--- src/hdl/sote_ram.sv ---
// Generic single-port-write, single-port-read RAM with registered read data.
module sote_ram #(
  parameter int unsigned Width = 8,
  parameter int unsigned Depth = 16
) (
  input  logic                     clk_i,
  input  logic                     we_i,
  input  logic [$clog2(Depth)-1:0] waddr_i,
  input  logic [Width-1:0]         wdata_i,
  input  logic                     re_i,
  input  logic [$clog2(Depth)-1:0] raddr_i,
  output logic [Width-1:0]         rdata_o
);

  logic [Width-1:0] mem_q [Depth];
  logic [Width-1:0] rdata_q;

  // Write port
  always_ff @(posedge clk_i) begin
    if (we_i) begin
      mem_q[waddr_i] <= wdata_i;
    end
  end

  // Registered read port, holds between reads
  always_ff @(posedge clk_i) begin
    if (re_i) begin
      rdata_q <= mem_q[raddr_i];
    end
  end

  assign rdata_o = rdata_q;

endmodule

--- config.mk ---
export PLATFORM = sky130hd
export DESIGN_NAME = sote_ram
export DESIGN_NICKNAME = d
export VERILOG_FILES = /design/src/hdl/sote_ram.sv
export SDC_FILE = /design/constraint.sdc
export NUM_CORES = 1
export LEC_CHECK = 0
export BUFFER_PORTS_ARGS = -buffer_cell sky130_fd_sc_hd__buf_2
export CAP_MARGIN = 20
export CELL_PAD_IN_SITES_DETAIL_PLACEMENT = 1
export CELL_PAD_IN_SITES_GLOBAL_PLACEMENT = 2
export CORE_MARGIN = 3
export CORE_UTILIZATION = 33
export CTS_CLUSTER_DIAMETER = 120
export DETAILED_ROUTE_END_ITERATION = 8
export PLACE_DENSITY = 0.62
export SYNTH_ARGS = -nofsm -noshare
export SYNTH_HDL_FRONTEND = slang
export SYNTH_SLANG_ARGS = --single-unit
--- constraint.sdc ---
create_clock -name clk_i -period 2.55 [get_ports clk_i]
set_input_delay 0.1275 -clock clk_i [delete_from_list [all_inputs] [get_ports clk_i]]
set_output_delay 0.1275 -clock clk_i [all_outputs]
set_load 0.05 [all_outputs]
==> impl_metrics.py, run 1 <==
metrics = {
    "sta": {
        "post-route-period-util": 0.586,
        "rsz0062_at_grt": "no",
        "fmax_mhz": 669,
        "hold_ws_ns": 0.110,
        "drv_slew": 0,
        "tns_ns": 0,
        "worst_slack_ns": 1.05,
        "setup_violations": 0,
        "slew_headroom": 0.336,
        "worst_pin_slew_ns": 0.993,
        "fin_crit_ns": 1.50,
        "fin_skew_ns": 0.00566,
        "hold_viol": 0,
    },
    "worst_hold_path": {
        "hp-class": "in -> reg",
        "min_from": "wdata_i[1]",
    },
    "setup_path": {
        "reg2reg_from": "mem_q[1][5]",
        "worst_setup_path_start_kind": "flop",
        "crit_path_start": "mem_q[1][5]",
        "path_class": "reg -> reg",
        "worstSetupEndpointType": "flop",
        "worst-path-max-fanout": 1,
        "crit_required_ns": 2.70,
        "cp.arrival_ns": 1.65,
    },
    "synthesis": {
        "ys_types": 18,
        "yosysWarnings": 0,
        "seq_area_frac_synth": 0.781,
        "syn_area_um2": 5230,
        "synth_cells": 229,
        "syn_nets": 248,
        "yosysTopAreaCellShare": 0.781,
        "yosysTopAreaCell": "edfxtp_1",
        "synth_area_leaders": "edfxtp_1 (78%), mux4_2 (7.8%), mux4_1 (7.0%)",
        "synth_seq_cells": 136,
        "syn_area_per_cell_um2": 22.8,
    },
    "placed_design": {
        "dp_cells": 471,
        "portBuffers": 26,
        "gp_congestion": 0.721,
        "dp_slack_ns": 0.658,
        "dpl.hpwl_mm": 6.86,
    },
    "pwr": {
        "powerDensity_nw_per_um2": 838,
        "internal-power_uw": 4230,
        "pwr-share-seq": 0.482,
        "netSwitchingPower_uw": 1030,
        "swShare": 0.195,
        "leakage_uw": 0.00209,
        "p_comb_frac": 0.051,
        "clkPwrFrac": 0.467,
        "irDropWorstVdd_mv": 0.527,
    },
    "cts": {
        "ctsResizeCount": 0,
        "numCtsBuffers": 17,
        "clock_path_buffers": 2,
        "clk_latency_ns": 0.41,
        "cts.sinks": 136,
        "cts.clk_slew.worst_paths_ns": 0.05,
        "cts_setup_buffers": 0,
        "holdBufCountCts": 0,
        "cts-root-buf": "clkbuf_16",
        "htree_levels": 4,
        "cts_tree": "built",
    },
    "layout": {
        "fillerInstances": 1455,
        "seq_area_um2": 4080,
        "nNetsFinal": 298,
        "diodes": 0,
        "drive_above_1_share": 0.288,
        "multi_input_area_um2": 1060,
        "syn_to_final_growth_pct": 20.1,
        "stdcell_count": 503,
    },
    "global_route": {
        "grt_use_met3": 0.0355,
        "track_usage": 0.133,
        "grt_antenna_before_repair": 0,
        "globalRouteMet1Util": 0.187,
        "use_met2": 0.197,
        "grt_overflow": 0,
        "busiest_layer": "met2",
        "grt_pass1_vias": 2651,
        "grt_first_pass_wirelength_mm": 16.7,
        "grt_max_degree": 19,
    },
    "drt": {
        "drtIter0Drc": 221,
        "firstDrtPassIters": 4,
        "via_per_inst": 4.83,
        "ant_nets": 0,
        "vias": 2431,
        "finalWirelength_mm": 10.7,
        "wl_per_cell_um": 21.4,
        "drc": 0,
    },
    "job": {
        "drv_cap": 0,
    },
    "outcome": {
        "outcome": "complete, no violations",
    },
    "floorplanning": {
        "rows": 45,
        "io_pins": 27,
        "die_w_um": 132,
        "die_h_um": 132,
        "core_area_um2": 15400,
        "dieArea_um2": 17400,
        "start_util": 0.340,
    },
}
==> stage by stage <==
stage               power, µW  area, µm²  utilization
finish                   5260       6280        0.408
global route             5450       6280        0.408
CTS                      5320       6280        0.408
detailed placement       2860       5690        0.370
global placement         2850       5690        0.370
floorplan                2740       5230            -
==> final timing paths <==
kind                 end  slack [ns]  depth (start not counted)
max reg2reg   rdata_o[5]        1.05                          3
max           rdata_o[5]        1.05                          3
min          mem_q[4][1]        0.11                          1
min reg2reg   rdata_o[0]        0.75                          3
==> synth_stat cells <==
| library cell | instances |
|---|---|
| and2_1 | 1 |
| buf_2 | 3 |
| mux4_2 | 18 |
| nand2_1 | 9 |
| mux4_1 | 14 |
| nand3b_1 | 2 |
| nor2b_1 | 1 |
| a22oi_1 | 16 |
| edfxtp_1 | 136 |
| clkdlybuf4s25_2 | 3 |
| nand2b_1 | 2 |
| nor3_1 | 4 |
| or3b_2 | 1 |
| nand3_1 | 1 |
| buf_4 | 1 |
| buf_6 | 3 |
| nor2_1 | 13 |
| and2b_1 | 1 |
==> area by class of cell <==
class,count,share of cell area
Clock buffer,20,0.0695
Clock inverter,12,0.0249
Multi-Input combinational cell,83,0.168
Sequential cell,136,0.650
Tap cell,211,0.0420
Timing Repair Buffer,41,0.0446
==> worst max-delay path, stage by stage, from the launching register on <==
cell,delay [ns]
edfxtp_1,0.36
mux4_1,0.52
a22oi_1,0.27
nand2_1,0.09
==> power by group through the flow <==
| stage | combinational, µW | sequential (µW) | clock, µW |
|---|---|---|---|
| floorplan | 127 | 2610 | 0 |
| global placement | 274 | 2580 | 0 |
| detailed placement | 278 | 2580 | 0 |
| CTS | 278 | 2530 | 2510 |
| global route | 296 | 2540 | 2620 |
| finish | 270 | 2530 | 2460 |
==> sequential cells by signal (all words and copies together) (netlist names) <==
register / flops
mem_q: 128
rdata_o: 8
==> placed cells by master (no fill, tap or decap), types with 5 or more instances in the layout <==
cell type and n:
edfxtp_1 136, a22oi_1 16, nor2_1 13, clkbuf_16 17
mux4_1 14, nand2_1 9, buf_4 12, mux4_2 18
clkinv_1 5, buf_2 26
==> layer usage <==
layer	wire [µm]	vias up
li1	-	1080
met1	5020	1288
met2	5240	50
met3	332	13
met4	152	0
met5	0	-
==> logic make-up (layout without fill, tap and decap cells) <==
group / count (synthesis) / after routing / synth area share
and+or+nand+nor: 35 / 35 / 0.0314
DFF: 136 / 136 / 0.781
muxes: 32 / 32 / 0.148
buffers and inverters: 10 / 73 / 0.0165
AOI/OAI and AO/OA: 16 / 16 / 0.0230
Power figures use the tool's default switching activity.
==> run 2: changes to the inputs <==
- clock period: 2.55 -> 1.5 ns (I/O delays scaled with it)
==> run 2 against run 1 <==
  * Critical path type unchanged
  * Highest routed layer unchanged
  * Worst hold slack got worse by 0.062 ns
  * Clock power increased by 44%
  * Sequential cell count unchanged
  * Cell count increased by 1.6%
==> impl_metrics.py, run 2 (same netlist as run 1, synthesis figures left out) <==
metrics = {
    "layout": {
        "utilization": 0.411,
        "final_common_cell": "edfxtp_1",
        "layout_common_cells": "edfxtp_1 (136), buf_2 (26), buf_4 (21), mux4_2 (19), clkbuf_16 (17)",
        "syn_to_final_growth_pct": 20.9,
        "fillerInstances": 1444,
        "top_register": "mem_q",
        "drive_above_1_share": 0.333,
        "stdcell_area_um2": 6320,
        "largest_reg_flops": 128,
        "nNetsFinal": 309,
        "multi_input_area_um2": 1090,
        "seq_area_um2": 4080,
        "diodes": 0,
    },
    "floorplanning": {
        "dieArea_um2": 17400,
        "start_util": 0.340,
        "die_w_um": 132,
        "io_pins": 27,
        "die_h_um": 132,
        "rows": 45,
        "core_area_um2": 15400,
    },
    "cts": {
        "cts.sinks": 136,
        "cts-root-buf": "clkbuf_16",
        "clk_latency_ns": 0.41,
        "clock_path_buffers": 2,
        "holdBufCountCts": 0,
        "numCtsBuffers": 17,
        "cts.clk_slew.worst_paths_ns": 0.05,
        "cts_setup_buffers": 0,
        "htree_levels": 4,
        "cts_tree": "built",
    },
    "drt": {
        "finalWirelength_mm": 10.8,
        "drtIter0Drc": 278,
        "vias": 2450,
        "ant_nets": 0,
        "via_per_inst": 4.79,
        "wl_per_cell_um": 21.2,
        "firstDrtPassIters": 4,
        "drc": 0,
    },
    "sta": {
        "hold_viol": 0,
        "setup_violations": 0,
        "fmax_mhz": 688,
        "worst_pin_slew_ns": 0.921,
        "tns_ns": 0,
        "post-route-period-util": 0.969,
        "fin_skew_ns": 0.00725,
        "slew_headroom": 0.384,
        "fin_crit_ns": 1.45,
        "drv_slew": 0,
        "rsz0062_at_grt": "no",
        "worst_slack_ns": 0.0463,
    },
    "setup_path": {
        "path_class": "reg -> reg",
        "path_cells": "mux4_1 > a22oi_1 > nand2_2",
        "cp.arrival_ns": 1.59,
        "worst-path-max-fanout": 1,
        "reg2reg_from": "mem_q[9][5]",
        "cpMaxStageDelayCell": "mux4_1",
        "crit_end": "rdata_o[5]",
        "r2r_cells": 3,
        "crit_path_start": "mem_q[9][5]",
        "max_stage_delay_ns": 0.50,
        "timing.rr.end": "rdata_o[5]",
        "worst-r2r-setup-slack_ns": 0.05,
        "worstSetupEndpointType": "flop",
        "worst_setup_path_start_kind": "flop",
        "crit_required_ns": 1.64,
    },
    "worst_hold_path": {
        "hold_depth": 1,
        "hp-class": "in -> reg",
    },
    "global_route": {
        "grt_use_met3": 0.0382,
        "busiest_layer": "met2",
        "grt_antenna_before_repair": 0,
        "globalRouteMet1Util": 0.171,
        "grt_overflow": 0,
        "track_usage": 0.134,
        "grt_first_pass_wirelength_mm": 16.5,
        "use_met2": 0.214,
        "grt_pass1_vias": 2627,
        "grt_max_degree": 17,
    },
    "placed_design": {
        "dpl-instance-area_um2": 5800,
        "portBuffers": 26,
        "dpl.hpwl_mm": 7.25,
        "dp_slack_ns": -0.188,
        "gp_congestion": 0.708,
    },
    "pwr": {
        "powerDensity_nw_per_um2": 1320,
        "clkPwrFrac": 0.425,
        "netSwitchingPower_uw": 1650,
        "swShare": 0.198,
        "internal-power_uw": 6700,
        "p_comb_frac": 0.059,
        "pwr-share-seq": 0.516,
        "leakage_uw": 0.00211,
        "irDropWorstVdd_mv": 0.811,
    },
    "job": {
        "drv_cap": 0,
    },
    "outcome": {
        "outcome": "complete, no violations",
    },
}
## run 2: cell types whose count changed in the layout (fill, tap and decap cells not counted), sizes merged
cell and change:
clkinvlp -1, buf +11, clkinv -1, bufinv -3, clkbuf +2
## run 2: area by class of cell
class | count | share of cell area
multi-input cells | 83 | 0.172
clock buffers | 22 | 0.0703
clock inverters | 7 | 0.00891
well taps | 211 | 0.0418
repair buffers | 52 | 0.0613
flip-flops and latches | 136 | 0.646
## run 2: power groups by stage
stage	combinational, µW	sequential (µW)	clock (µW)
2_1_floorplan	216	4440	0
3_3_place_gp	485	4380	0
3_5_place_dp	492	4390	0
4_1_cts	497	4310	3630
5_1_grt	534	4320	3810
6_report	490	4310	3550
## run 2: layer usage
layer	part of all wire	wire (µm)
met5	0	0
met4	0.017	179
met3	0.035	375
met2	0.51	5490
met1	0.44	4770
## run 2: what timing repair did
| action | 4_1_cts | 5_1_grt |
|---|---|---|
| setup endpoints to repair | 2 | 4 |
| gates resized for setup | 2 | 5 |
| pin swaps | 0 | 2 |
## run 2: worst max-delay path: cells and delay by family, from the launching register on
family | cells | cell delay, ns
muxes | 1 | 0.50
DFF | 1 | 0.35
AOI/OAI and AO/OA | 1 | 0.22
and+or+nand+nor | 1 | 0.12
## run 2: worst min path at each step
stage | start | endpoint | slack [ns]
after floorplan | wdata_i[0] | mem_q[0][0] | 0.17
after global placement | wdata_i[5] | mem_q[6][5] | 0.46
after detailed placement | wdata_i[1] | mem_q[15][1] | 0.47
after CTS | wdata_i[1] | mem_q[15][1] | 0.04
after global routing | wdata_i[5] | mem_q[7][5] | 0.05
final | wdata_i[5] | mem_q[7][5] | 0.05
## run 2: stage by stage
step | instances | total power (µW) | hold WS (ns)
6_report | 511 | 8350 | 0.0480
4_1_cts | 511 | 8440 | 0.0386
3_5_place_dp | 482 | 4880 | 0.471
2_1_floorplan | 229 | 4660 | 0.174
5_1_grt | 511 | 8660 | 0.0496
3_3_place_gp | 482 | 4870 | 0.460
